===== src/rtl/bmms_pkg.sv =====
// Package for the boot memory-map scanner: sizes, region type codes, status codes,
// register indexes and the structures passed between the front end, queue and back end.
// Depends on nothing; every other file of the block imports it.
package bmms_pkg;

   // Scan limits and alignment.
   localparam int TYPE_COUNT  = 8;
   localparam int ALIGN_ORDER = 10;
   localparam int MAX_SPANS   = 16;
   localparam int MAX_USABLE  = 32;
   localparam int MAX_RECLAIM = 16;

   // Field widths.
   localparam int PAGE_SHIFT   = 12;
   localparam int ADDR_W       = 64;
   localparam int TYPE_FIELD_W = 4;
   localparam int PFN_W        = ADDR_W - PAGE_SHIFT;
   localparam int LIMIT_W      = PFN_W + 1;
   localparam int ALIGN_W      = LIMIT_W + 1;
   localparam int SPAN_IDX_W   = 4;

   // Counter and index widths.
   localparam int TYPE_IDX_W  = (TYPE_COUNT > 1) ? $clog2(TYPE_COUNT) : 1;
   localparam int USED_W      = $clog2(MAX_USABLE + 1);
   localparam int RECL_W      = $clog2(MAX_RECLAIM + 1);
   localparam int SPAN_CNT_W  = $clog2(MAX_SPANS + 1);

   // Constant values.
   localparam logic [ALIGN_W-1:0] ALIGN_MASK = ALIGN_W'((64'd1 << ALIGN_ORDER) - 64'd1);
   localparam logic [PFN_W-1:0]   TOTAL_MAX  = {PFN_W{1'b1}};
   localparam logic [LIMIT_W-1:0] LIMIT_MAX  = {LIMIT_W{1'b1}};
   localparam logic [LIMIT_W-1:0] LOW_LIMIT_RESET = LIMIT_W'(64'h100000 >> PAGE_SHIFT);
   localparam logic [LIMIT_W-1:0] MAP_LIMIT_RESET = LIMIT_W'(64'd67108864);

   // Region type codes.
   localparam logic [TYPE_FIELD_W-1:0] RTYPE_USABLE       = TYPE_FIELD_W'(0);
   localparam logic [TYPE_FIELD_W-1:0] RTYPE_RECLAIM      = TYPE_FIELD_W'(1);
   localparam logic [TYPE_FIELD_W-1:0] RTYPE_MANAGED_LAST = TYPE_FIELD_W'(4);

   // Register indexes.
   localparam int CSR_INDEX_W = 1;
   localparam logic [CSR_INDEX_W-1:0] CSR_LOW_LIMIT = 1'b0;
   localparam logic [CSR_INDEX_W-1:0] CSR_MAP_LIMIT = 1'b1;

   // Queue between the front and back ends.
   localparam int QUEUE_DEPTH = 4;
   localparam int QPTR_W      = $clog2(QUEUE_DEPTH);
   localparam int QCNT_W      = $clog2(QUEUE_DEPTH + 1);

   // Result status codes.
   typedef enum logic [1:0] {
      STATUS_PASS    = 2'd0,
      STATUS_BAD     = 2'd1,
      STATUS_ABORTED = 2'd2
   } bmms_status_type;

   // First front-end stage: decoded frame numbers.
   typedef struct packed {
      logic                    start;
      logic                    err;
      logic [TYPE_FIELD_W-1:0] rtype;
      logic [PFN_W-1:0]        sp;
      logic [PFN_W-1:0]        lenp;
      logic [LIMIT_W-1:0]      ep;
   } bmms_decode_type;

   // Classified region as queued for the back end.
   typedef struct packed {
      logic                    start;
      logic                    err;
      logic [TYPE_FIELD_W-1:0] rtype;
      logic [PFN_W-1:0]        lenp;
      logic [PFN_W-1:0]        lowres_delta;
      logic [PFN_W-1:0]        unmap_delta;
      logic                    usable_hit;
      logic [PFN_W-1:0]        usable_start;
      logic [LIMIT_W-1:0]      usable_end;
      logic                    span_hit;
      logic [LIMIT_W-1:0]      span_start;
      logic [LIMIT_W-1:0]      span_end;
   } bmms_item_type;

endpackage


===== src/rtl/bmms_front.sv =====
// Front end: two pipeline stages that check each region and clip it against the limits.
// Depends on bmms_pkg; feeds bmms_queue.
module bmms_front import bmms_pkg::*; (
   input  logic                    clock,
   input  logic                    reset,
   input  logic                    accept,
   input  logic                    start_new_scan,
   input  logic [ADDR_W-1:0]       region_base,
   input  logic [ADDR_W-1:0]       region_length,
   input  logic [TYPE_FIELD_W-1:0] region_type,
   input  logic [LIMIT_W-1:0]      low_limit_pfn,
   input  logic [LIMIT_W-1:0]      map_limit_pfn,
   output logic                    push,
   output bmms_item_type           push_item
);

   logic            dec_valid_ff;
   bmms_decode_type dec_ff;
   bmms_decode_type dec_in;
   logic            item_valid_ff;
   bmms_item_type   item_ff;
   bmms_item_type   item_in;

   logic [LIMIT_W-1:0] sp_ext;
   logic [LIMIT_W-1:0] lo_end;
   logic [LIMIT_W-1:0] hi_start;
   logic [LIMIT_W-1:0] us;
   logic [LIMIT_W-1:0] ue;
   logic [ALIGN_W-1:0] round_sum;
   logic [ALIGN_W-1:0] round_end;
   logic               is_usable;
   logic               is_managed;

   // Stage one: alignment and type checks, frame numbers and the end frame.
   always_comb begin
      dec_in.start = start_new_scan;
      dec_in.err   = (region_base[PAGE_SHIFT-1:0] != '0)
                   || (region_length[PAGE_SHIFT-1:0] != '0)
                   || ({1'b0, region_type} >= (TYPE_FIELD_W + 1)'(TYPE_COUNT));
      dec_in.rtype = region_type;
      dec_in.sp    = region_base[ADDR_W-1:PAGE_SHIFT];
      dec_in.lenp  = region_length[ADDR_W-1:PAGE_SHIFT];
      dec_in.ep    = {1'b0, dec_in.sp} + {1'b0, dec_in.lenp};
   end

   // Stage two: split at the low and map limits and widen to the span alignment.
   always_comb begin
      sp_ext     = {1'b0, dec_ff.sp};
      is_usable  = (dec_ff.rtype == RTYPE_USABLE);
      is_managed = (dec_ff.rtype <= RTYPE_MANAGED_LAST);
      lo_end     = (dec_ff.ep < low_limit_pfn) ? dec_ff.ep : low_limit_pfn;
      hi_start   = (sp_ext > map_limit_pfn) ? sp_ext : map_limit_pfn;
      us         = (sp_ext > low_limit_pfn) ? sp_ext : low_limit_pfn;
      ue         = (dec_ff.ep < map_limit_pfn) ? dec_ff.ep : map_limit_pfn;
      round_sum  = {1'b0, ue} + ALIGN_MASK;
      round_end  = round_sum & ~ALIGN_MASK;

      item_in.start        = dec_ff.start;
      item_in.err          = dec_ff.err;
      item_in.rtype        = dec_ff.rtype;
      item_in.lenp         = dec_ff.lenp;
      item_in.lowres_delta = (is_usable && (sp_ext < lo_end)) ?
                             PFN_W'(lo_end - sp_ext) : '0;
      item_in.unmap_delta  = (is_usable && (hi_start < dec_ff.ep)) ?
                             PFN_W'(dec_ff.ep - hi_start) : '0;
      item_in.usable_hit   = is_usable && (us < ue);
      item_in.usable_start = item_in.usable_hit ? us[PFN_W-1:0] : '0;
      item_in.usable_end   = item_in.usable_hit ? ue : '0;
      item_in.span_hit     = is_managed && (sp_ext < ue);
      item_in.span_start   = sp_ext & ~ALIGN_MASK[LIMIT_W-1:0];
      item_in.span_end     = round_end[LIMIT_W] ? LIMIT_MAX : round_end[LIMIT_W-1:0];
   end

   // Pipeline registers; the queue always has room for what is in flight here.
   always_ff @(posedge clock) begin
      if (reset) begin
         dec_valid_ff  <= 1'b0;
         item_valid_ff <= 1'b0;
      end else begin
         dec_valid_ff  <= accept;
         item_valid_ff <= dec_valid_ff;
      end
   end

   always_ff @(posedge clock) begin
      dec_ff  <= dec_in;
      item_ff <= item_in;
   end

   assign push      = item_valid_ff;
   assign push_item = item_ff;

endmodule


===== config.mk =====
export PLATFORM = sky130hd
export DESIGN_NAME = bmms_front
export DESIGN_NICKNAME = d
export VERILOG_FILES = /design/src/rtl/bmms_pkg.sv /design/src/rtl/bmms_front.sv
export SDC_FILE = /design/constraint.sdc
export NUM_CORES = 2
export LEC_CHECK = 0
export BUFFER_PORTS_ARGS = -buffer_cell sky130_fd_sc_hd__buf_4
export CAP_MARGIN = 20
export CORE_MARGIN = 5
export CORE_UTILIZATION = 50
export CTS_CLUSTER_DIAMETER = 120
export DETAILED_ROUTE_END_ITERATION = 7
export GPL_ROUTABILITY_DRIVEN = 0
export GPL_TIMING_DRIVEN = 1
export PLACE_DENSITY = 0.7
export SETUP_SLACK_MARGIN = 0.3
export SLEW_MARGIN = 20
export SYNTH_ARGS = -nofsm -noshare
export SYNTH_HDL_FRONTEND = slang
export SYNTH_SLANG_ARGS = --single-unit

===== constraint.sdc =====
create_clock -name clock -period 7.63 [get_ports clock]
set_clock_uncertainty 0.1 [all_clocks]
set_input_delay 0.3815 -clock clock [delete_from_list [all_inputs] [get_ports clock]]
set_output_delay 0.3815 -clock clock [all_outputs]
set_load 0.01 [all_outputs]

==> metrics.md <==
| Metric | Value |
|---|---|
| Leading cell type in the layout, fill and taps excluded | `buf_4` |
| Largest net degree at the start of global routing | `86` |
| CP Launch Type | `register` |
| Final setup fails | `0` |
| DIE AREA | `approximately 0.074 mm2` |
| Worst Hold Class | `input port to register` |
| Logic pwr share | `between 40% and 50%` |
| RSZ-0062 raised after global routing | `no` |
| # clock sinks | `520` |
| Share of cells above drive strength 1 | `approximately 18%` |
| Initial antenna violation count | `22` |
| Starting Density | `50.16%` |
| Initial DRC Count | `approximately 4200` |
| Actual transition at the worst max-transition pin | `1213 ps` |
| Synth Flop Type | `dfxtp_1` |
| CP Capture Type | `register` |
| Mapped cell area | `~0.034 mm2` |
| Die Span Y | `about 270 um` |
| Result of the run | `finished, final reports clean` |
| I/O Buffers | `~610` |
| Sw frac | `about two fifths` |
| Synthesis-to-finish area growth | `26.48%` |
| #FFs+latches synth | `520` |
| Yosys Warn Count | `0` |
| Reg power frac | `between 20% and 30%` |
| Leak | `approximately 0.021 uW` |
| Post-detail-place hpwl | `roughly 110 mm` |
| Pins Over Slew Limit | `0` |
| Later-pin clock latency in the skew report | `approximately 630 ps` |
| Setup TNS | `0 ps` |
| Filler instances | `~5800` |
| CTS tree | `yes` |
| Via/cell ratio | `just under 6` |
| Hold WS | `between 100 and 150 ps` |
| Max Fanout on Critical Path | `85` |
| Area of the core | `roughly 0.068 mm2` |
| Drt first pass iters | `7` |
| Fin crit period | `7109 ps` |
| Fmax | `140.7 MHz` |
| Vias in the first global route | `between 30000 and 40000` |
| CTS max path bufs | `3` |
| Clk slew on worst S/H paths | `roughly 70 ps` |
| Instance area at placement | `between 0.04 and 0.05 mm2` |
| CTS buffer count | `56` |
| Worst reg2reg path startpoint | `dec_ff[1]$_DFF_P_` |
| Slew margin rel. | `~18%` |
| Hold path start | `low_limit_pfn[44]` |
| CP Class | `register to register` |
| Power share of the clock group | `a little over a quarter` |
| CP Data Required Time | `8070 ps` |
| Total Routing Usage GR | `between 30% and 40%` |
| Syn Area/Cell | `~8.5 um2` |
| Drt drc | `0` |
| Register area share after synthesis | `between 30% and 40%` |
| Final net count | `5579` |
| Most frequent cells in the layout | `buf_4 (696), ha_1 (569), dfxtp_1 (520), nor2_1 (356), a21oi_1 (311)` |
| IO Pins | `618` |
| Vias | `roughly 34000` |
| CTS Root Cell | `clkbuf_16` |
| Maxcap violations | `0` |
| P_int | `~6700 uW` |
| Peak supply drop | `about 0.00023 V` |
| Final Hold Viols | `0` |
| Critical Path AT | `about 7600 ps` |
| First-pass GRT wire length | `~200 mm` |
| Num rows | `96` |
| Period utilization | `about 93%` |
| Total grt overflow | `0` |
| Detail Route Antenna Nets | `0` |
| P_sw | `around 4400 uW` |
| P per Cell Area | `~260 mW/mm2` |
| Die width | `271.8 um` |
| Design area | `between 0.04 and 0.05 mm2` |
| Post-synth EDFFs | `0` |
| Crit path from | `dec_ff[1]$_DFF_P_` |
| Library cells used by synthesis | `73` |
| Htree depth | `2` |
| Ys async rst share | `0%` |
| Final WL | `around 140 mm` |
| Synth Instances | `~4000` |
| Total power | `11110 uW` |
| WL/cell | `approximately 24 um` |
worst max-delay path: stages (launching register included):
cell and delay [ps]:
dfxtp_1 500, ha_1 230, nand2b_1 100, o221ai_1 110, a211oi_1 570, o21ai_0 370
a311oi_1 600, or3_4 370, buf_12 310, buf_12 380, nor2_1 80, a21oi_1 530
ha_1 380, nand4_1 150, or4_1 170, o211ai_1 100, a31oi_1 210, o31ai_1 100
a221oi_1 720, o221ai_1 530, a211oi_1 350
area by class of cell:
cell class	count	area (um2)	share of cell area, %
Antenna cell	18	45.04	0.1039
Multi-Input combinational cell	3060	22130	51.03
Sequential cell	520	10410	24.01
Tap cell	882	1104	2.545
Inverter	308	1156	2.666
Clock buffer	76	1618	3.731
Clock inverter	28	351.6	0.8109
Timing Repair Buffer	819	6546	15.10
metrics by stage:
stage / worst slack (ps) / util [%] / cells
2_1_floorplan: 1808 / - / 4042
3_3_place_gp: 633.6 / 58.78 / 5475
3_5_place_dp: 569.2 / 58.79 / 5475
4_1_cts: 725.8 / 63.34 / 5693
5_1_grt: 400.6 / 63.43 / 5709
6_report: 520.6 / 63.44 / 5711
power by group through the flow:
stage	registers [uW]	clock network, uW	logic [uW]
6_report	3220	2910	4980
5_1_grt	3230	3060	5420
4_1_cts	3210	2940	4830
3_5_place_dp	3260	0	4740
3_3_place_gp	3260	0	4700
2_1_floorplan	3260	0	3030
layer usage:
| metal | up-vias | track usage, % | wire length (um) |
|---|---|---|---|
| li1 | 15840 | - | - |
| met1 | 15890 | 45.48 | 54690 |
| met2 | 1958 | 54.97 | 60080 |
| met3 | 353 | 9.778 | 15930 |
| met4 | 10 | 18.47 | 8205 |
| met5 | - | 0 | 80 |
flip-flops by register name (all words and copies together) (netlist names):
register / count
push_item: 355
dec_ff: 163
dec_valid_ff: 1
push: 1
synth_stat cells, drive strengths merged (41+ instances only):
library cell / instances / share of area [%]
ha: 569 / 21
dfxtp: 520 / 30
nor2: 356 / 3.9
a21oi: 311 / 4.5
inv: 308 / 3.4
nand2: 262 / 2.9
o21ai: 239 / 3.5
a21o: 203 / 4.4
mux2i: 142 / 4.2
nor3: 130 / 1.9
nand4: 113 / 2.1
clkbuf: 102 / 1.1
xnor2: 84 / 2.1
nand3: 58 / 0.85
xor2: 54 / 1.4
buf: 52 / 0.93
o21a: 51 / 1.1
nor2b: 42 / 0.77
nor4: 41 / 0.75
cell families after synthesis:
logic type	count (synthesis)	synth area share, %
simple gates	1137	15.82
compound gates	1048	19.33
fa+ha+maj	572	20.94
flops	520	30.37
buf+inv	462	5.424
mux	154	4.577
xor+xnor	138	3.526
other cells	1	0.01094
final timing paths:
| kind | slack, ps | endpoint | depth (start not counted) |
|---|---|---|---|
| worst max-delay path | 520 | push_item[106]$_DFF_P_ | 20 |
| worst min-delay path | 110 | push_item[204]$_SDFF_PN0_ | 4 |
| worst max register to register | 520 | push_item[106]$_DFF_P_ | 20 |
| worst min register to register | 200 | push_item[329]$_DFF_P_ | 0 |
what timing repair did:
action | 4_1_cts | 5_1_grt
setup buffers | 0 | 0
resized for setup | 0 | 3
hold buffers | 114 | 0
setup endpoints to repair | 0 | 3
endpoints found under the hold margin | 115 | 0
Note: power is estimated with default switching activity, not from simulation.
