--- src/rtl/bmms_pkg.sv ---
// Package for the boot memory-map scanner: sizes, region type codes, status codes,
// register indexes and the structures passed between the front end, queue and back end.
// Depends on nothing; every other file of the block imports it.
package bmms_pkg;

   // Scan limits and alignment.
   localparam int TYPE_COUNT  = 8;
   localparam int ALIGN_ORDER = 10;
   localparam int MAX_SPANS   = 16;
   localparam int MAX_USABLE  = 32;
   localparam int MAX_RECLAIM = 16;

   // Field widths.
   localparam int PAGE_SHIFT   = 12;
   localparam int ADDR_W       = 64;
   localparam int TYPE_FIELD_W = 4;
   localparam int PFN_W        = ADDR_W - PAGE_SHIFT;
   localparam int LIMIT_W      = PFN_W + 1;
   localparam int ALIGN_W      = LIMIT_W + 1;
   localparam int SPAN_IDX_W   = 4;

   // Counter and index widths.
   localparam int TYPE_IDX_W  = (TYPE_COUNT > 1) ? $clog2(TYPE_COUNT) : 1;
   localparam int USED_W      = $clog2(MAX_USABLE + 1);
   localparam int RECL_W      = $clog2(MAX_RECLAIM + 1);
   localparam int SPAN_CNT_W  = $clog2(MAX_SPANS + 1);

   // Constant values.
   localparam logic [ALIGN_W-1:0] ALIGN_MASK = ALIGN_W'((64'd1 << ALIGN_ORDER) - 64'd1);
   localparam logic [PFN_W-1:0]   TOTAL_MAX  = {PFN_W{1'b1}};
   localparam logic [LIMIT_W-1:0] LIMIT_MAX  = {LIMIT_W{1'b1}};
   localparam logic [LIMIT_W-1:0] LOW_LIMIT_RESET = LIMIT_W'(64'h100000 >> PAGE_SHIFT);
   localparam logic [LIMIT_W-1:0] MAP_LIMIT_RESET = LIMIT_W'(64'd67108864);

   // Region type codes.
   localparam logic [TYPE_FIELD_W-1:0] RTYPE_USABLE       = TYPE_FIELD_W'(0);
   localparam logic [TYPE_FIELD_W-1:0] RTYPE_RECLAIM      = TYPE_FIELD_W'(1);
   localparam logic [TYPE_FIELD_W-1:0] RTYPE_MANAGED_LAST = TYPE_FIELD_W'(4);

   // Register indexes.
   localparam int CSR_INDEX_W = 1;
   localparam logic [CSR_INDEX_W-1:0] CSR_LOW_LIMIT = 1'b0;
   localparam logic [CSR_INDEX_W-1:0] CSR_MAP_LIMIT = 1'b1;

   // Queue between the front and back ends.
   localparam int QUEUE_DEPTH = 4;
   localparam int QPTR_W      = $clog2(QUEUE_DEPTH);
   localparam int QCNT_W      = $clog2(QUEUE_DEPTH + 1);

   // Result status codes.
   typedef enum logic [1:0] {
      STATUS_PASS    = 2'd0,
      STATUS_BAD     = 2'd1,
      STATUS_ABORTED = 2'd2
   } bmms_status_type;

   // First front-end stage: decoded frame numbers.
   typedef struct packed {
      logic                    start;
      logic                    err;
      logic [TYPE_FIELD_W-1:0] rtype;
      logic [PFN_W-1:0]        sp;
      logic [PFN_W-1:0]        lenp;
      logic [LIMIT_W-1:0]      ep;
   } bmms_decode_type;

   // Classified region as queued for the back end.
   typedef struct packed {
      logic                    start;
      logic                    err;
      logic [TYPE_FIELD_W-1:0] rtype;
      logic [PFN_W-1:0]        lenp;
      logic [PFN_W-1:0]        lowres_delta;
      logic [PFN_W-1:0]        unmap_delta;
      logic                    usable_hit;
      logic [PFN_W-1:0]        usable_start;
      logic [LIMIT_W-1:0]      usable_end;
      logic                    span_hit;
      logic [LIMIT_W-1:0]      span_start;
      logic [LIMIT_W-1:0]      span_end;
   } bmms_item_type;

endpackage

--- src/rtl/bmms_queue.sv ---
// Short queue between the front and back ends, with a credit count that covers
// regions still in the front pipeline. Depends on bmms_pkg.
module bmms_queue import bmms_pkg::*; (
   input  logic          clock,
   input  logic          reset,
   input  logic          accept,
   input  logic          push,
   input  bmms_item_type push_item,
   input  logic          pop,
   output logic          room,
   output logic          head_valid,
   output bmms_item_type head_item
);

   bmms_item_type       entry_ff [QUEUE_DEPTH];
   logic [QPTR_W-1:0]   wr_ptr_ff;
   logic [QPTR_W-1:0]   wr_ptr_in;
   logic [QPTR_W-1:0]   rd_ptr_ff;
   logic [QPTR_W-1:0]   rd_ptr_in;
   logic [QCNT_W-1:0]   count_ff;
   logic [QCNT_W-1:0]   count_in;
   logic [QCNT_W-1:0]   credit_ff;
   logic [QCNT_W-1:0]   credit_in;

   // Pointer and occupancy updates.
   always_comb begin
      wr_ptr_in = push ? QPTR_W'(wr_ptr_ff + 1'b1) : wr_ptr_ff;
      rd_ptr_in = pop ? QPTR_W'(rd_ptr_ff + 1'b1) : rd_ptr_ff;
      count_in  = QCNT_W'(count_ff + QCNT_W'(push) - QCNT_W'(pop));
      credit_in = QCNT_W'(credit_ff + QCNT_W'(accept) - QCNT_W'(pop));
   end

   always_ff @(posedge clock) begin
      if (reset) begin
         wr_ptr_ff <= '0;
         rd_ptr_ff <= '0;
         count_ff  <= '0;
         credit_ff <= '0;
      end else begin
         wr_ptr_ff <= wr_ptr_in;
         rd_ptr_ff <= rd_ptr_in;
         count_ff  <= count_in;
         credit_ff <= credit_in;
      end
   end

   // Entry storage.
   always_ff @(posedge clock) begin
      if (push) begin
         entry_ff[wr_ptr_ff] <= push_item;
      end
   end

   assign room       = (credit_ff < QCNT_W'(QUEUE_DEPTH));
   assign head_valid = (count_ff != '0);
   assign head_item  = entry_ff[rd_ptr_ff];

`ifndef SYNTH
   a_no_overflow: assert property (@(posedge clock) disable iff (reset)
      push |-> ((count_ff != QCNT_W'(QUEUE_DEPTH)) || pop))
      else $error("queue written while full");
   a_credit_covers: assert property (@(posedge clock) disable iff (reset)
      count_ff <= credit_ff)
      else $error("queue holds more entries than outstanding credits");
   a_no_underflow: assert property (@(posedge clock) disable iff (reset)
      pop |-> (count_ff != '0))
      else $error("queue read while empty");
`endif

endmodule

--- config.mk ---
export PLATFORM = sky130hd
export DESIGN_NAME = bmms_queue
export DESIGN_NICKNAME = d
export VERILOG_FILES = /design/src/rtl/bmms_pkg.sv /design/src/rtl/bmms_queue.sv
export SDC_FILE = /design/constraint.sdc
export NUM_CORES = 1
export LEC_CHECK = 0
export BUFFER_PORTS_ARGS = -buffer_cell sky130_fd_sc_hd__buf_2
export CAP_MARGIN = 20
export CORE_MARGIN = 1
export CORE_UTILIZATION = 46
export DETAILED_ROUTE_END_ITERATION = 10
export PLACE_DENSITY = 0.79
export SKIP_CTS_REPAIR_TIMING = 1
export SYNTH_ARGS = -nofsm -noshare
export SYNTH_HDL_FRONTEND = slang
export SYNTH_SLANG_ARGS = --single-unit
--- constraint.sdc ---
create_clock -name clock -period 11.4 [get_ports clock]
set_input_delay 2.85 -clock clock [delete_from_list [all_inputs] [get_ports clock]]
set_output_delay 2.85 -clock clock [all_outputs]
set_load 0.05 [all_outputs]
==> flow_results.org <==
** Outcome
- Status :: complete, no violations

** Layout
- Area taken by multi-input logic gates :: 0.00971 mm²
- Final Instance Area :: 0.0660 mm²
- Registers take 0.0453 mm².
- Leaving out fill and tap cells, the most frequent cell in the layout is sky130_fd_sc_hd__edfxtp_1.
- The layout has 8606 filler cells.
- At the end of the flow, the number of nets in the layout was 3256.
- Measured on the finished design, the core utilization comes to 55.0%.
- Share of post-route cells with drive strength above 1 :: 37.6%
- Synthesis-to-layout area growth :: 18.4%
- Most used cells in the layout excluding fill and tap cells :: 1500 x sky130_fd_sc_hd__edfxtp_1, 756 x sky130_fd_sc_hd__buf_2, 252 x sky130_fd_sc_hd__mux4_1, 156 x sky130_fd_sc_hd__clkbuf_16, 123 x sky130_fd_sc_hd__mux4_2
- After the flow finishes, the layout carries non-filler instances totaling 4610.

** Global route
- Across every metal layer, demand over resource in global routing totals 18.4%.
- The first global-routing pass estimated 165000 µm of wire.
- The via count of the first global-routing pass was 25400.
- The initial antenna violation count was 45.
- Entering global routing, the biggest net connects 149 pins.
- Global routing finished with a remaining overflow of 0.

** Logic synthesis
- Counting every instance in the synthesized netlist gives 2015.
- Sorting the synthesized cells by area gives the leading types as sky130_fd_sc_hd__edfxtp_1 81%, sky130_fd_sc_hd__mux4_1 12%, sky130_fd_sc_hd__mux4_2 5.0%.
- After Yosys synthesis, and, or, nand and nor cells account for 0.150% of the synthesized area.
- Cell type contributing the most total cell area after synthesis :: sky130_fd_sc_hd__edfxtp_1
- For this run, the number of Yosys warnings is 0.
- The synthesized netlist devotes 0.115% of its cell area to XOR and XNOR gates.
- Count of different cell masters after synthesis :: 22
- Total nets after synthesis :: 2405
- Of the total synthesized cell area, the portion taken by full adders, half adders and majority gates is 0.252%.
- Summing the areas of all compound-gate instances in the mapped netlist gives 0.0270% of the synthesized area.
- The portion of synthesized area spent on multiplexers is 16.9%.
- Of the post-synthesis cell area, the dominant cell type holds 80.9%.
- Sequential-to-total area share from yosys stat :: 81.3%
- Post-synthesis register bit count :: 1512
- Dominant combinational cell family by area after synthesis :: multiplexers
- Summing every instance area after synthesis gives 0.0557 mm².
- The average instance in the mapped netlist occupies 27.6 µm².

** Drt
- DRC violation count after routing :: 0
- Dividing the detail-routed wire length by the instance count gives 25.0 µm.
- After detailed routing, the total wire length is 115000 µm.
- Across all layers, the routed design uses 24900 vias.
- In this run the remaining antenna-violating nets after routing total 0.
- Number of vias per cell :: 5.41
- The first detailed-routing pass took 7 iterations.
- After the first detailed-routing iteration, the DRC count stood at 2042.

** Timing
- Setup violations remaining at the end of the flow were counted as 0.
- Worst clock skew on the final layout :: 0.0190 ns
- Hold timing on the final database bottoms out at a slack of 0.559 ns.
- Across all setup checks in the final design, the least slack found is 4.40 ns.
- The final critical path takes up 61.4% of the cycle.
- Final period demand of the worst path :: 7.00 ns
- Static timing analysis puts the maximum clock frequency at 0.143 GHz.
- Setup tns final :: 0 ns
- Final Hold Vio Count :: 0
- The final max-slew violation count is 0.
- Measured against its own limit, the worst slew margin works out to 21.4%.
- Unrepaired setup endpoints after global routing :: no
- Slew @ Worst Pin :: 1.18 ns

** Floorplan
- The die covers 0.123 mm².
- The core region is 0.120 mm².
- Top-level port count :: 757
- The initial utilization of the core area, before any placement, comes to 46.4%.
- Row generation in the floorplan step produced 127 rows.
- Vertical extent of the die :: 350 µm
- From left edge to right edge, the die measures 350 µm.

** Placed design
- Last weighted congestion value of the routability-driven placer :: 0.772
- Port Buffer Count :: 756
- In this run the cell area measured after placement is 0.0611 mm².
- Summed over all nets, the half-perimeter wirelength after detailed placement is 68900 µm.
- The number of placed instances, taps included, is 4324.
- Placement-stage worst setup slack :: 5.18 ns

** Min path
- Number of cells traversed by the worst hold path :: 2
- Worst hold endpoint :: wr_ptr_ff[1]$_SDFFE_PP0P_
- Hold Startpoint :: wr_ptr_ff[1]$_SDFFE_PP0P_
- The min-delay analysis places its worst path in the category register to register.

** Clock tree
- TritonCTS built the clock tree.
- Clock latency reported for the late side of the worst-skew pair :: 0.76 ns
- The clock drives 1512 sinks.
- Clock Tree Root :: sky130_fd_sc_hd__clkbuf_16
- The clock passes through at most 3 buffers.
- The clock tree synthesis step divided the H-tree into 4 levels.
- The number of clock buffers added by TritonCTS is 152.
- Clock-pin slew was measured on the worst setup and hold paths at 0.05 ns.

** Worst setup path
- The worst register-to-register path has a setup slack of 7.94 ns.
- Data on the critical path is required at its endpoint by 8.55 ns.
- Crit path capture type :: output port
- Data arrival time of the worst path :: 4.15 ns
- Worst setup SP type :: register
- The slowest stage of the critical path belongs to the cell sky130_fd_sc_hd__dfxtp_4.
- The setup path with the least slack is of type register to output port.
- Worst reg2reg startpoint :: wr_ptr_ff[0]$_SDFFE_PP0P_
- The endpoint identified for the worst register-to-register timing path is entry_ff[1][220]$_DFFE_PP_.
- The signal on the critical path passes through buf_12, buf_4, mux4_1, buf_2.
- CP peak stage delay :: 0.83 ns
- Register-to-Register Path Depth :: 4
- In this run the worst path has a maximum fanout of 130.

** Power and ir drop
- Sum of internal, switching and leakage power :: 13.0 mW
- The worst-case IR drop observed on VDD is 261 µV.
- The analysis attributes to cell leakage a power of 22.5 nW.
- Cell Pwr Density :: 197 mW/mm²

** Flow run
- Number of max-cap violations :: 0
==> logic make-up after synthesis <==
family,Yosys count
fa+ha+maj,10
buf+inv,95
xor+xnor,4
flops,1512
simple gates,16
mux,376
compound gates,2
==> power breakdown <==
group | switching [mW] | leakage (nW) | internal [mW] | total, mW
registers | 0.0685 | 13.9 | 6.40 | 6.47
clock network | 1.99 | 2.33 | 2.79 | 4.78
logic | 1.23 | 6.26 | 0.482 | 1.72
total | 3.29 | 22.5 | 9.68 | 13.0
==> synth_stat cells <==
library cell and n:
sky130_fd_sc_hd__nor2b_1 3, sky130_fd_sc_hd__a21oi_1 1, sky130_fd_sc_hd__fa_1 2, sky130_fd_sc_hd__mux4_1 252, sky130_fd_sc_hd__or3_1 1, sky130_fd_sc_hd__nor2_1 7
sky130_fd_sc_hd__xnor2_1 2, sky130_fd_sc_hd__xnor3_1 1, sky130_fd_sc_hd__nand3b_1 1, sky130_fd_sc_hd__edfxtp_1 1500, sky130_fd_sc_hd__buf_6 36, sky130_fd_sc_hd__xor3_1 1
sky130_fd_sc_hd__and2_1 4, sky130_fd_sc_hd__dfxtp_1 12, sky130_fd_sc_hd__a21bo_2 1, sky130_fd_sc_hd__mux2i_1 1, sky130_fd_sc_hd__buf_2 39, sky130_fd_sc_hd__buf_8 4
sky130_fd_sc_hd__clkbuf_1 6, sky130_fd_sc_hd__mux4_2 123, sky130_fd_sc_hd__ha_1 8, sky130_fd_sc_hd__inv_1 10
==> worst max-delay path, delay by kind of cell (launching register included) <==
| kind | cells | cell delay, ns |
|---|---|---|
| flops | 1 | 0.83 |
| mux | 1 | 0.66 |
| buf+inv | 3 | 1.54 |
==> sequential cells by signal, summed over array words and instances (netlist names), named ones only <==
register	cells
rd_ptr_ff	2
credit_ff	3
wr_ptr_ff	2
entry_ff	1500
count_ff	3
==> routing by layer <==
layer | share of wire [%] | global-route usage (%)
met5 | 0.34 | 0
met4 | 2.7 | 6.49
met3 | 9.0 | 7.05
met2 | 50 | 30.3
met1 | 38 | 22.3
==> cell type report <==
class,count,share of cell area (%)
diodes,23,0.0872
clock buffers,184,6.08
clock inverters,79,1.17
inverters,10,0.0569
multi-input cells,408,14.7
flip-flops and latches,1512,68.6
well taps,1612,3.06
repair buffers,782,6.18
==> worst max path at each step <==
stage                   from                       end  slack [ns]  depth (start not counted)
floorplan               push  entry_ff[1][0]$_DFFE_PP_        3.54                          1
global placement    register             head_item[79]        5.25                          4
detailed placement  register            head_item[344]        5.18                          4
CTS                 register            head_item[344]        4.34                          4
global route        register            head_item[344]        4.27                          4
finish              register            head_item[344]        4.40                          4
No activity file was read; power rests on OpenSTA's default activity.
