**config.mk**
```make
export PLATFORM = sky130hd
export DESIGN_NAME = bmms_back_flat
export DESIGN_NICKNAME = d
export VERILOG_FILES = /design/src/rtl/bmms_pkg.sv /design/src/rtl/bmms_rsp_if.sv /design/src/rtl/bmms_back.sv /design/src/flat_wrapper.sv
export SDC_FILE = /design/constraint.sdc
export NUM_CORES = 2
export LEC_CHECK = 0
export BUFFER_PORTS_ARGS = -buffer_cell sky130_fd_sc_hd__buf_2
export CAP_MARGIN = 20
export CORE_ASPECT_RATIO = 0.5
export CORE_UTILIZATION = 45
export DETAILED_ROUTE_END_ITERATION = 6
export PLACE_DENSITY = 0.76
export SYNTH_ARGS = -nofsm -noshare
export SYNTH_HDL_FRONTEND = slang
export SYNTH_SLANG_ARGS = --single-unit
```
**constraint.sdc**
```tcl
create_clock -name clock -period 13 [get_ports clock]
set_input_delay 0.65 -clock clock [delete_from_list [all_inputs] [get_ports clock]]
set_output_delay 0.65 -clock clock [all_outputs]
set_load 0.03 [all_outputs]
```
**src/rtl/bmms_pkg.sv**
```systemverilog
// Package for the boot memory-map scanner: sizes, region type codes, status codes,
// register indexes and the structures passed between the front end, queue and back end.
// Depends on nothing; every other file of the block imports it.
package bmms_pkg;

   // Scan limits and alignment.
   localparam int TYPE_COUNT  = 8;
   localparam int ALIGN_ORDER = 10;
   localparam int MAX_SPANS   = 16;
   localparam int MAX_USABLE  = 32;
   localparam int MAX_RECLAIM = 16;

   // Field widths.
   localparam int PAGE_SHIFT   = 12;
   localparam int ADDR_W       = 64;
   localparam int TYPE_FIELD_W = 4;
   localparam int PFN_W        = ADDR_W - PAGE_SHIFT;
   localparam int LIMIT_W      = PFN_W + 1;
   localparam int ALIGN_W      = LIMIT_W + 1;
   localparam int SPAN_IDX_W   = 4;

   // Counter and index widths.
   localparam int TYPE_IDX_W  = (TYPE_COUNT > 1) ? $clog2(TYPE_COUNT) : 1;
   localparam int USED_W      = $clog2(MAX_USABLE + 1);
   localparam int RECL_W      = $clog2(MAX_RECLAIM + 1);
   localparam int SPAN_CNT_W  = $clog2(MAX_SPANS + 1);

   // Constant values.
   localparam logic [ALIGN_W-1:0] ALIGN_MASK = ALIGN_W'((64'd1 << ALIGN_ORDER) - 64'd1);
   localparam logic [PFN_W-1:0]   TOTAL_MAX  = {PFN_W{1'b1}};
   localparam logic [LIMIT_W-1:0] LIMIT_MAX  = {LIMIT_W{1'b1}};
   localparam logic [LIMIT_W-1:0] LOW_LIMIT_RESET = LIMIT_W'(64'h100000 >> PAGE_SHIFT);
   localparam logic [LIMIT_W-1:0] MAP_LIMIT_RESET = LIMIT_W'(64'd67108864);

   // Region type codes.
   localparam logic [TYPE_FIELD_W-1:0] RTYPE_USABLE       = TYPE_FIELD_W'(0);
   localparam logic [TYPE_FIELD_W-1:0] RTYPE_RECLAIM      = TYPE_FIELD_W'(1);
   localparam logic [TYPE_FIELD_W-1:0] RTYPE_MANAGED_LAST = TYPE_FIELD_W'(4);

   // Register indexes.
   localparam int CSR_INDEX_W = 1;
   localparam logic [CSR_INDEX_W-1:0] CSR_LOW_LIMIT = 1'b0;
   localparam logic [CSR_INDEX_W-1:0] CSR_MAP_LIMIT = 1'b1;

   // Queue between the front and back ends.
   localparam int QUEUE_DEPTH = 4;
   localparam int QPTR_W      = $clog2(QUEUE_DEPTH);
   localparam int QCNT_W      = $clog2(QUEUE_DEPTH + 1);

   // Result status codes.
   typedef enum logic [1:0] {
      STATUS_PASS    = 2'd0,
      STATUS_BAD     = 2'd1,
      STATUS_ABORTED = 2'd2
   } bmms_status_type;

   // First front-end stage: decoded frame numbers.
   typedef struct packed {
      logic                    start;
      logic                    err;
      logic [TYPE_FIELD_W-1:0] rtype;
      logic [PFN_W-1:0]        sp;
      logic [PFN_W-1:0]        lenp;
      logic [LIMIT_W-1:0]      ep;
   } bmms_decode_type;

   // Classified region as queued for the back end.
   typedef struct packed {
      logic                    start;
      logic                    err;
      logic [TYPE_FIELD_W-1:0] rtype;
      logic [PFN_W-1:0]        lenp;
      logic [PFN_W-1:0]        lowres_delta;
      logic [PFN_W-1:0]        unmap_delta;
      logic                    usable_hit;
      logic [PFN_W-1:0]        usable_start;
      logic [LIMIT_W-1:0]      usable_end;
      logic                    span_hit;
      logic [LIMIT_W-1:0]      span_start;
      logic [LIMIT_W-1:0]      span_end;
   } bmms_item_type;

endpackage

```
**src/rtl/bmms_rsp_if.sv**
```systemverilog
// Result channel: valid/ready handshake with the per-region result fields.
// Depends on bmms_pkg for field widths and the status type.
interface bmms_rsp_if import bmms_pkg::*; ();
   logic                  valid;
   logic                  ready;
   bmms_status_type       status;
   logic [PFN_W-1:0]      type_pages_total;
   logic [PFN_W-1:0]      low_reserved_total;
   logic [PFN_W-1:0]      unmapped_total;
   logic                  usable_emitted;
   logic [PFN_W-1:0]      usable_start;
   logic [LIMIT_W-1:0]    usable_end;
   logic                  reclaim_recorded;
   logic                  span_touched;
   logic [SPAN_IDX_W-1:0] span_index;
   logic [LIMIT_W-1:0]    span_start;
   logic [LIMIT_W-1:0]    span_end;

   modport source (output valid, status, type_pages_total, low_reserved_total,
                   unmapped_total, usable_emitted, usable_start, usable_end,
                   reclaim_recorded, span_touched, span_index, span_start, span_end,
                   input ready);
   modport sink   (input valid, status, type_pages_total, low_reserved_total,
                   unmapped_total, usable_emitted, usable_start, usable_end,
                   reclaim_recorded, span_touched, span_index, span_start, span_end,
                   output ready);
endinterface

```
**src/rtl/bmms_back.sv**
```systemverilog
// Back end: per-type totals, counters, last-span merge and the registered result.
// Depends on bmms_pkg and bmms_rsp_if; takes its regions from bmms_queue.
module bmms_back import bmms_pkg::*; (
   input  logic          clock,
   input  logic          reset,
   input  logic          head_valid,
   input  bmms_item_type head_item,
   output logic          pop,
   bmms_rsp_if.source    rsp_ch
);

   // Scan state.
   logic [PFN_W-1:0]      totals_ff [TYPE_COUNT];
   logic [PFN_W-1:0]      totals_in [TYPE_COUNT];
   logic [PFN_W-1:0]      lowres_ff, lowres_in;
   logic [PFN_W-1:0]      unmap_ff, unmap_in;
   logic [USED_W-1:0]     ucount_ff, ucount_in;
   logic [RECL_W-1:0]     rcount_ff, rcount_in;
   logic [SPAN_CNT_W-1:0] scount_ff, scount_in;
   logic [LIMIT_W-1:0]    sstart_ff, sstart_in;
   logic [LIMIT_W-1:0]    send_ff, send_in;
   logic                  failed_ff, failed_in;

   // Result register.
   logic                  rsp_valid_ff, rsp_valid_in;
   bmms_status_type       status_ff, status_in;
   logic [PFN_W-1:0]      tot_out_ff, tot_out_in;
   logic [PFN_W-1:0]      lowres_out_ff, lowres_out_in;
   logic [PFN_W-1:0]      unmap_out_ff, unmap_out_in;
   logic                  uemit_ff, uemit_in;
   logic [PFN_W-1:0]      ustart_ff, ustart_in;
   logic [LIMIT_W-1:0]    uend_ff, uend_in;
   logic                  rrec_ff, rrec_in;
   logic                  touched_ff, touched_in;
   logic [SPAN_IDX_W-1:0] sidx_ff, sidx_in;
   logic [LIMIT_W-1:0]    sstart_out_ff, sstart_out_in;
   logic [LIMIT_W-1:0]    send_out_ff, send_out_in;

   // Working values for the region at the queue head.
   logic                  fire;
   logic                  start;
   logic [TYPE_IDX_W-1:0] tidx;
   logic [PFN_W-1:0]      tot_eff, lowres_eff, unmap_eff;
   logic [USED_W-1:0]     ucount_eff;
   logic [RECL_W-1:0]     rcount_eff;
   logic [SPAN_CNT_W-1:0] scount_eff;
   logic [LIMIT_W-1:0]    sstart_eff, send_eff;
   logic                  failed_eff;
   logic [PFN_W:0]        tot_sum, lowres_sum, unmap_sum;
   logic [PFN_W-1:0]      tot_new, lowres_new, unmap_new;
   logic                  is_reclaim;
   logic                  merge;
   logic                  fail_now;
   logic                  ok;
   logic [USED_W-1:0]     ucount_new;
   logic [RECL_W-1:0]     rcount_new;
   logic [SPAN_CNT_W-1:0] scount_new;
   logic [LIMIT_W-1:0]    sstart_new, send_new;

   assign fire = head_valid && (!rsp_valid_ff || rsp_ch.ready);
   assign pop  = fire;

   // State as seen by this region: a new scan starts from cleared state.
   always_comb begin
      start      = head_item.start;
      tidx       = head_item.rtype[TYPE_IDX_W-1:0];
      tot_eff    = start ? '0 : totals_ff[tidx];
      lowres_eff = start ? '0 : lowres_ff;
      unmap_eff  = start ? '0 : unmap_ff;
      ucount_eff = start ? '0 : ucount_ff;
      rcount_eff = start ? '0 : rcount_ff;
      scount_eff = start ? '0 : scount_ff;
      sstart_eff = start ? '0 : sstart_ff;
      send_eff   = start ? '0 : send_ff;
      failed_eff = start ? 1'b0 : failed_ff;
   end

   // Saturating totals, list capacity checks and the last-span merge.
   always_comb begin
      tot_sum    = {1'b0, tot_eff} + {1'b0, head_item.lenp};
      lowres_sum = {1'b0, lowres_eff} + {1'b0, head_item.lowres_delta};
      unmap_sum  = {1'b0, unmap_eff} + {1'b0, head_item.unmap_delta};
      tot_new    = tot_sum[PFN_W] ? TOTAL_MAX : tot_sum[PFN_W-1:0];
      lowres_new = lowres_sum[PFN_W] ? TOTAL_MAX : lowres_sum[PFN_W-1:0];
      unmap_new  = unmap_sum[PFN_W] ? TOTAL_MAX : unmap_sum[PFN_W-1:0];

      is_reclaim = (head_item.rtype == RTYPE_RECLAIM);
      merge      = (scount_eff != '0) && (head_item.span_start <= send_eff);
      fail_now   = head_item.err
                 || (is_reclaim && (rcount_eff >= RECL_W'(MAX_RECLAIM)))
                 || (head_item.usable_hit && (ucount_eff >= USED_W'(MAX_USABLE)))
                 || (head_item.span_hit && !merge
                     && (scount_eff >= SPAN_CNT_W'(MAX_SPANS)));
      ok         = !failed_eff && !fail_now;

      rcount_new = is_reclaim ? RECL_W'(rcount_eff + 1'b1) : rcount_eff;
      ucount_new = head_item.usable_hit ? USED_W'(ucount_eff + 1'b1) : ucount_eff;
      scount_new = scount_eff;
      sstart_new = sstart_eff;
      send_new   = send_eff;
      if (head_item.span_hit) begin
         if (merge) begin
            send_new = (head_item.span_end > send_eff) ? head_item.span_end : send_eff;
         end else begin
            scount_new = SPAN_CNT_W'(scount_eff + 1'b1);
            sstart_new = head_item.span_start;
            send_new   = head_item.span_end;
         end
      end
   end

   // Next scan state: a failing region sets the error flag and keeps the rest, cleared first if it starts a new scan.
   always_comb begin
      for (int i = 0; i < TYPE_COUNT; i++) begin
         totals_in[i] = (fire && start) ? '0 : totals_ff[i];
         if (fire && ok && (TYPE_IDX_W'(i) == tidx)) begin
            totals_in[i] = tot_new;
         end
      end
      lowres_in = lowres_ff;
      unmap_in  = unmap_ff;
      ucount_in = ucount_ff;
      rcount_in = rcount_ff;
      scount_in = scount_ff;
      sstart_in = sstart_ff;
      send_in   = send_ff;
      failed_in = failed_ff;
      if (fire) begin
         failed_in = failed_eff || fail_now;
         if (ok) begin
            lowres_in = lowres_new;
            unmap_in  = unmap_new;
            ucount_in = ucount_new;
            rcount_in = rcount_new;
            scount_in = scount_new;
            sstart_in = sstart_new;
            send_in   = send_new;
         end else begin
            lowres_in = lowres_eff;
            unmap_in  = unmap_eff;
            ucount_in = ucount_eff;
            rcount_in = rcount_eff;
            scount_in = scount_eff;
            sstart_in = sstart_eff;
            send_in   = send_eff;
         end
      end
   end

   // Result payload: everything but the status reads zero unless the region succeeds.
   always_comb begin
      rsp_valid_in  = fire ? 1'b1 : (rsp_valid_ff && !rsp_ch.ready);
      status_in     = failed_eff ? STATUS_ABORTED : (fail_now ? STATUS_BAD : STATUS_PASS);
      tot_out_in    = ok ? tot_new : '0;
      lowres_out_in = ok ? lowres_new : '0;
      unmap_out_in  = ok ? unmap_new : '0;
      uemit_in      = ok && head_item.usable_hit;
      ustart_in     = ok ? head_item.usable_start : '0;
      uend_in       = ok ? head_item.usable_end : '0;
      rrec_in       = ok && is_reclaim;
      touched_in    = ok && head_item.span_hit;
      sidx_in       = (ok && (scount_new != '0)) ? SPAN_IDX_W'(scount_new - 1'b1) : '0;
      sstart_out_in = ok ? sstart_new : '0;
      send_out_in   = ok ? send_new : '0;
   end

   always_ff @(posedge clock) begin
      if (reset) begin
         for (int i = 0; i < TYPE_COUNT; i++) begin
            totals_ff[i] <= '0;
         end
         lowres_ff    <= '0;
         unmap_ff     <= '0;
         ucount_ff    <= '0;
         rcount_ff    <= '0;
         scount_ff    <= '0;
         sstart_ff    <= '0;
         send_ff      <= '0;
         failed_ff    <= 1'b0;
         rsp_valid_ff <= 1'b0;
      end else begin
         totals_ff    <= totals_in;
         lowres_ff    <= lowres_in;
         unmap_ff     <= unmap_in;
         ucount_ff    <= ucount_in;
         rcount_ff    <= rcount_in;
         scount_ff    <= scount_in;
         sstart_ff    <= sstart_in;
         send_ff      <= send_in;
         failed_ff    <= failed_in;
         rsp_valid_ff <= rsp_valid_in;
      end
   end

   // Result payload is loaded only when a region is taken from the queue.
   always_ff @(posedge clock) begin
      if (fire) begin
         status_ff     <= status_in;
         tot_out_ff    <= tot_out_in;
         lowres_out_ff <= lowres_out_in;
         unmap_out_ff  <= unmap_out_in;
         uemit_ff      <= uemit_in;
         ustart_ff     <= ustart_in;
         uend_ff       <= uend_in;
         rrec_ff       <= rrec_in;
         touched_ff    <= touched_in;
         sidx_ff       <= sidx_in;
         sstart_out_ff <= sstart_out_in;
         send_out_ff   <= send_out_in;
      end
   end

   assign rsp_ch.valid              = rsp_valid_ff;
   assign rsp_ch.status             = status_ff;
   assign rsp_ch.type_pages_total   = tot_out_ff;
   assign rsp_ch.low_reserved_total = lowres_out_ff;
   assign rsp_ch.unmapped_total     = unmap_out_ff;
   assign rsp_ch.usable_emitted     = uemit_ff;
   assign rsp_ch.usable_start       = ustart_ff;
   assign rsp_ch.usable_end         = uend_ff;
   assign rsp_ch.reclaim_recorded   = rrec_ff;
   assign rsp_ch.span_touched       = touched_ff;
   assign rsp_ch.span_index         = sidx_ff;
   assign rsp_ch.span_start         = sstart_out_ff;
   assign rsp_ch.span_end           = send_out_ff;

`ifndef SYNTH
   a_failed_sticky: assert property (@(posedge clock) disable iff (reset)
      (failed_ff && !(fire && head_item.start)) |=> failed_ff)
      else $error("scan error cleared without a new scan");
   a_lists_bounded: assert property (@(posedge clock) disable iff (reset)
      (scount_ff <= SPAN_CNT_W'(MAX_SPANS)) && (ucount_ff <= USED_W'(MAX_USABLE))
      && (rcount_ff <= RECL_W'(MAX_RECLAIM)))
      else $error("list count beyond its capacity");
   a_fail_keeps_state: assert property (@(posedge clock) disable iff (reset)
      (fire && !head_item.start && !ok)
      |=> ($stable(scount_ff) && $stable(send_ff) && $stable(lowres_ff)))
      else $error("failing region changed the scan state");
`endif

endmodule

```
**src/flat_wrapper.sv**
```systemverilog
// flat-port wrapper written by rule: the top's interface ports become plain ports
module bmms_back_flat import bmms_pkg::*;
  (clock, reset, head_valid, head_item, pop, rsp_ch_valid, rsp_ch_status, rsp_ch_type_pages_total, rsp_ch_low_reserved_total, rsp_ch_unmapped_total, rsp_ch_usable_emitted, rsp_ch_usable_start, rsp_ch_usable_end, rsp_ch_reclaim_recorded, rsp_ch_span_touched, rsp_ch_span_index, rsp_ch_span_start, rsp_ch_span_end, rsp_ch_ready);
  bmms_rsp_if rsp_ch_i ();
  input  logic clock;
  input  logic reset;
  input  logic head_valid;
  input  bmms_item_type head_item;
  output logic pop;
  output wire logic [$bits(rsp_ch_i.valid)-1:0] rsp_ch_valid;
  output wire logic [$bits(rsp_ch_i.status)-1:0] rsp_ch_status;
  output wire logic [$bits(rsp_ch_i.type_pages_total)-1:0] rsp_ch_type_pages_total;
  output wire logic [$bits(rsp_ch_i.low_reserved_total)-1:0] rsp_ch_low_reserved_total;
  output wire logic [$bits(rsp_ch_i.unmapped_total)-1:0] rsp_ch_unmapped_total;
  output wire logic [$bits(rsp_ch_i.usable_emitted)-1:0] rsp_ch_usable_emitted;
  output wire logic [$bits(rsp_ch_i.usable_start)-1:0] rsp_ch_usable_start;
  output wire logic [$bits(rsp_ch_i.usable_end)-1:0] rsp_ch_usable_end;
  output wire logic [$bits(rsp_ch_i.reclaim_recorded)-1:0] rsp_ch_reclaim_recorded;
  output wire logic [$bits(rsp_ch_i.span_touched)-1:0] rsp_ch_span_touched;
  output wire logic [$bits(rsp_ch_i.span_index)-1:0] rsp_ch_span_index;
  output wire logic [$bits(rsp_ch_i.span_start)-1:0] rsp_ch_span_start;
  output wire logic [$bits(rsp_ch_i.span_end)-1:0] rsp_ch_span_end;
  input wire logic [$bits(rsp_ch_i.ready)-1:0] rsp_ch_ready;
  assign rsp_ch_valid = rsp_ch_i.valid;
  assign rsp_ch_status = rsp_ch_i.status;
  assign rsp_ch_type_pages_total = rsp_ch_i.type_pages_total;
  assign rsp_ch_low_reserved_total = rsp_ch_i.low_reserved_total;
  assign rsp_ch_unmapped_total = rsp_ch_i.unmapped_total;
  assign rsp_ch_usable_emitted = rsp_ch_i.usable_emitted;
  assign rsp_ch_usable_start = rsp_ch_i.usable_start;
  assign rsp_ch_usable_end = rsp_ch_i.usable_end;
  assign rsp_ch_reclaim_recorded = rsp_ch_i.reclaim_recorded;
  assign rsp_ch_span_touched = rsp_ch_i.span_touched;
  assign rsp_ch_span_index = rsp_ch_i.span_index;
  assign rsp_ch_span_start = rsp_ch_i.span_start;
  assign rsp_ch_span_end = rsp_ch_i.span_end;
  assign rsp_ch_i.ready = rsp_ch_ready;
  bmms_back u_core (.clock(clock), .reset(reset), .head_valid(head_valid), .head_item(head_item), .pop(pop), .rsp_ch(rsp_ch_i));
endmodule
```
==> run_results.csv <==
group,metric,value,unit
logic_synthesis,synthTopCellsByCount,"nand2_1, dfxtp_1, nor2_1",
global_routing,grt_pass1_wl,248,mm
logic_synthesis,syn_area_per_cell,9.56,um^2
critical_path,cp.arrival,7.48,ns
timing,rsz0062_at_grt,"false",
timing,slew_viol_final,0,
logic_synthesis,ys.flop_type,"dfxtp_1",
power_and_ir_drop,power.leakage,24.5,nW
logic_synthesis,synth_top_area_cell,"dfxtp_1",
power_and_ir_drop,p_int,5.49,mW
logic_synthesis,synth_nets,6003,
global_routing,grt_pass1_vias,41100,
global_routing,globalRouteTotalUtil,27.8,%
floorplan,core,113000,um^2
logic_synthesis,synth_cell_type_count,93,
detailed_routing,vias,43900,
critical_path,cp_common_cell,"buf_4",
logic_synthesis,synth-edff-count,376,
timing,slew_headroom,27.3,%
detailed_routing,finalWirelength,167,mm
finish,layout.nets,6571,
global_routing,grt_max_degree,199,
logic_synthesis,yosysWarnings,0,
finish,utilization,52.9,%
timing,worst_pin_slew,1.09,ns
critical_path,cp_max_fo,43,
outcome,status,"finished clean",
flow_run,max-cap-violations,0,
clock_network,postCtsResizedCells,0,
logic_synthesis,yosysMostFrequentCell,"nand2_1",
power_and_ir_drop,pwr-share-comb,15.1,%
timing,max_freq,145,MHz
detailed_routing,ant_nets,0,
power_and_ir_drop,pwr_density_cell,129,nW/um^2
floorplan,fp-row-count,87,
power_and_ir_drop,switching_share,28.7,%
floorplan,die-area,115000,um^2
logic_synthesis,synthTopCellsByArea,"dfxtp_1, edfxtp_1, ha_1",
critical_path,slowest_stage,"buf_4",
logic_synthesis,ys_ff_latch,1020,
critical_path,worstPathRequired,13.59,ns
clock_network,clk_pin_slew,0.06,ns
placed_design,preCtsSetupSlack,5.52,ns
placed_design,dp_hpwl,114,mm
timing,finClkSkew,0.0492,ns
clock_network,cts_buffers,94,
power_and_ir_drop,p_switching,2.21,mW
floorplan,ioPinCount,757,
logic_synthesis,synth.cell_area,51200,um^2
critical_path,start_kind,"primary input",
clock_network,postCtsSetupRepairBufs,0,
power_and_ir_drop,ir_worst_vdd,0.0000967,V
clock_network,cts_buffer_depth,3,
logic_synthesis,syn_inst,5354,
clock_network,clock_latency,0.74,ns
clock_network,root_buffer,"clkbuf_16",
global_routing,antenna_found_initial,33,
floorplan,die_h,240,um
power_and_ir_drop,p_clk_share,39.0,%
critical_path,critical_path_class,"in2reg",
timing,tns,0,ns
detailed_routing,via_per_inst,5.81,
placed_design,io_buffer_count,756,
power_and_ir_drop,power.total,7.70,mW
timing,setup_violations,0,
critical_path,endpoint_kind,"flip-flop",
clock_network,tritoncts,"yes",
finish,drive_gt1_share,19.6,%
detailed_routing,firstDrtPassIters,6,
logic_synthesis,synthArstFlopShare,0,%
clock_network,cts.htree.levels,3,
floorplan,start_util,45.4,%
timing,finalHoldViolCount,0,
clock_network,ctsHoldBuffers,0,
detailed_routing,drt_iter0_drc,4539,
critical_path,path_cells,"buf_6 -> buf_4 -> buf_4 -> mux4_2 -> mux2i_1 -> nor2_1 -> ha_1 -> nand4_1 -> nor2_1 -> nand2_1 -> o21ai_1 -> a21o_1 -> a31oi_1 -> nor3_2 -> o22a_2 -> buf_4 -> or2_0 -> and2_1",
timing,setup_ws,6.11,ns
global_routing,gr-total-overflow,0,
timing,period_share,53.0,%
critical_path,max_stage_delay,0.79,ns
power_and_ir_drop,p_seq_share,45.9,%
floorplan,dieWidth,479,um
logic_synthesis,seq_area_frac_synth,47.3,%
timing,period_needed,6.89,ns
clock_network,clock_sinks,1020,
placed_design,gp_congestion,0.947,
detailed_routing,drc,0,
detailed_routing,post_drt_wl_per_cell,22.1,um
worst_hold_path,min_path_type,"in2reg",
timing,whs,0.174,ns
finish,area_delta_synth_final,16.4,%
logic_synthesis,yosysTopAreaCellShare,25.2,%
[worst max-delay path: cells and delay by family]
family	cells	cell delay [ns]
AO/OA/AOI/OAI	4	1.52
adder cells (fa/ha/maj)	1	0.41
buffers and inverters	4	2.46
multiplexers	2	0.77
AND/OR/NAND/NOR	7	1.55
[path summary, 6_finish.rpt]
| check | startpoint | endpoint | slack (ns) | depth (start not counted) |
|---|---|---|---|---|
| min reg2reg | u_core.lowres_ff[3] | u_core.lowres_ff[3] | 0.44 | 2 |
| max reg2reg | u_core.totals_ff[211] | u_core.rsp_ch.type_pages_total[42] | 7.51 | 15 |
| min | head_valid | u_core.rsp_ch.valid | 0.17 | 3 |
| max | head_item[369] | u_core.rsp_ch.type_pages_total[42] | 6.11 | 18 |
[sequential cells by signal, indices dropped and copies added, names as in the netlist]
signal,count
u_core.rsp_ch.span_start,53
u_core.rsp_ch.usable_end,53
u_core.sstart_ff,53
u_core.failed_ff,1
u_core.rsp_ch.span_end,53
u_core.rsp_ch.span_touched,1
u_core.totals_ff,416
u_core.rcount_ff,5
u_core.scount_ff,5
u_core.rsp_ch.usable_emitted,1
u_core.ucount_ff,6
u_core.rsp_ch.unmapped_total,52
u_core.unmap_ff,52
u_core.rsp_ch.low_reserved_total,52
u_core.rsp_ch.usable_start,52
u_core.rsp_ch.status,2
u_core.rsp_ch.type_pages_total,52
u_core.rsp_ch.valid,1
u_core.send_ff,53
u_core.lowres_ff,52
u_core.rsp_ch.reclaim_recorded,1
u_core.rsp_ch.span_index,4
[cell usage in the layout (no fill, tap or decap), types with 16 or more instances in the layout]
cell       instances
o31ai_1           16
mux4_2           104
o21a_1            28
and2_1           129
o21bai_1          28
buf_2            751
nor2_1           485
a21o_1           129
o21ai_0          435
and3_1            29
nor3b_1           56
diode_2           30
xnor2_1           92
nor2_2            26
dfxtp_1          644
nand4_1           56
o21ai_2           20
o21ai_1           72
edfxtp_1         376
nand2b_1          50
a21oi_1          416
o211ai_1          16
a22o_1           136
nor2b_1          128
clkbuf_8          17
nand2_1          648
a31oi_1           21
ha_1             267
clkbuf_16         99
nor3_1            49
a211oi_1          21
inv_1             52
buf_4             54
xor2_1            56
clkbuf_1          16
nand3_1          201
mux2i_1           55
[cell type report]
class	instances	area, um^2
tap	1513	1890
inverter	54	213
clock inverter	45	583
clock buffer	132	2770
multi-input combinational	3942	25600
antenna	30	75.1
fill	10100	53100
timing repair buffer	810	4250
sequential	1020	24200
[power by group through the flow]
stage	logic, mW	clock network (mW)	registers (mW)
floorplan	0.560	0	3.79
global placement	1.14	0	3.60
detailed placement	1.15	0	3.60
CTS	1.15	3.03	3.54
global route	1.25	3.15	3.55
finish	1.16	3.00	3.54
[routing by layer]
layer | vias up | track usage (%) | share of wire (%)
met5 | - | 0 | 0.022
met4 | 6 | 12.1 | 4.2
met3 | 386 | 5.53 | 7.4
met2 | 1896 | 45.8 | 48
met1 | 21100 | 35.5 | 41
li1 | 20400 | - | -
[cells by family (layout without fill, tap and decap cells)]
family / Yosys count / after routing / synth area share (%)
and+or+nand+nor: 1934 / 1934 / 17.8
AOI/OAI and AO/OA: 1430 / 1430 / 17.0
DFF: 1020 / 1020 / 47.3
buffers and inverters: 392 / 1041 / 3.02
adders and majority gates: 270 / 270 / 6.65
muxes: 160 / 160 / 5.68
xor gates and xnor gates: 148 / 148 / 2.53
other: 0 / 30 / 0
[through the flow]
| step | area (um^2) | std cells |
|---|---|---|
| 3_3_place_gp | 56100 | 7337 |
| 4_1_cts | 59500 | 7516 |
| 2_1_floorplan | 51200 | 5354 |
| 5_1_grt | 59600 | 7538 |
| 3_5_place_dp | 56200 | 7339 |
| 6_report | 59600 | 7546 |
Power figures use the tool's default switching activity.
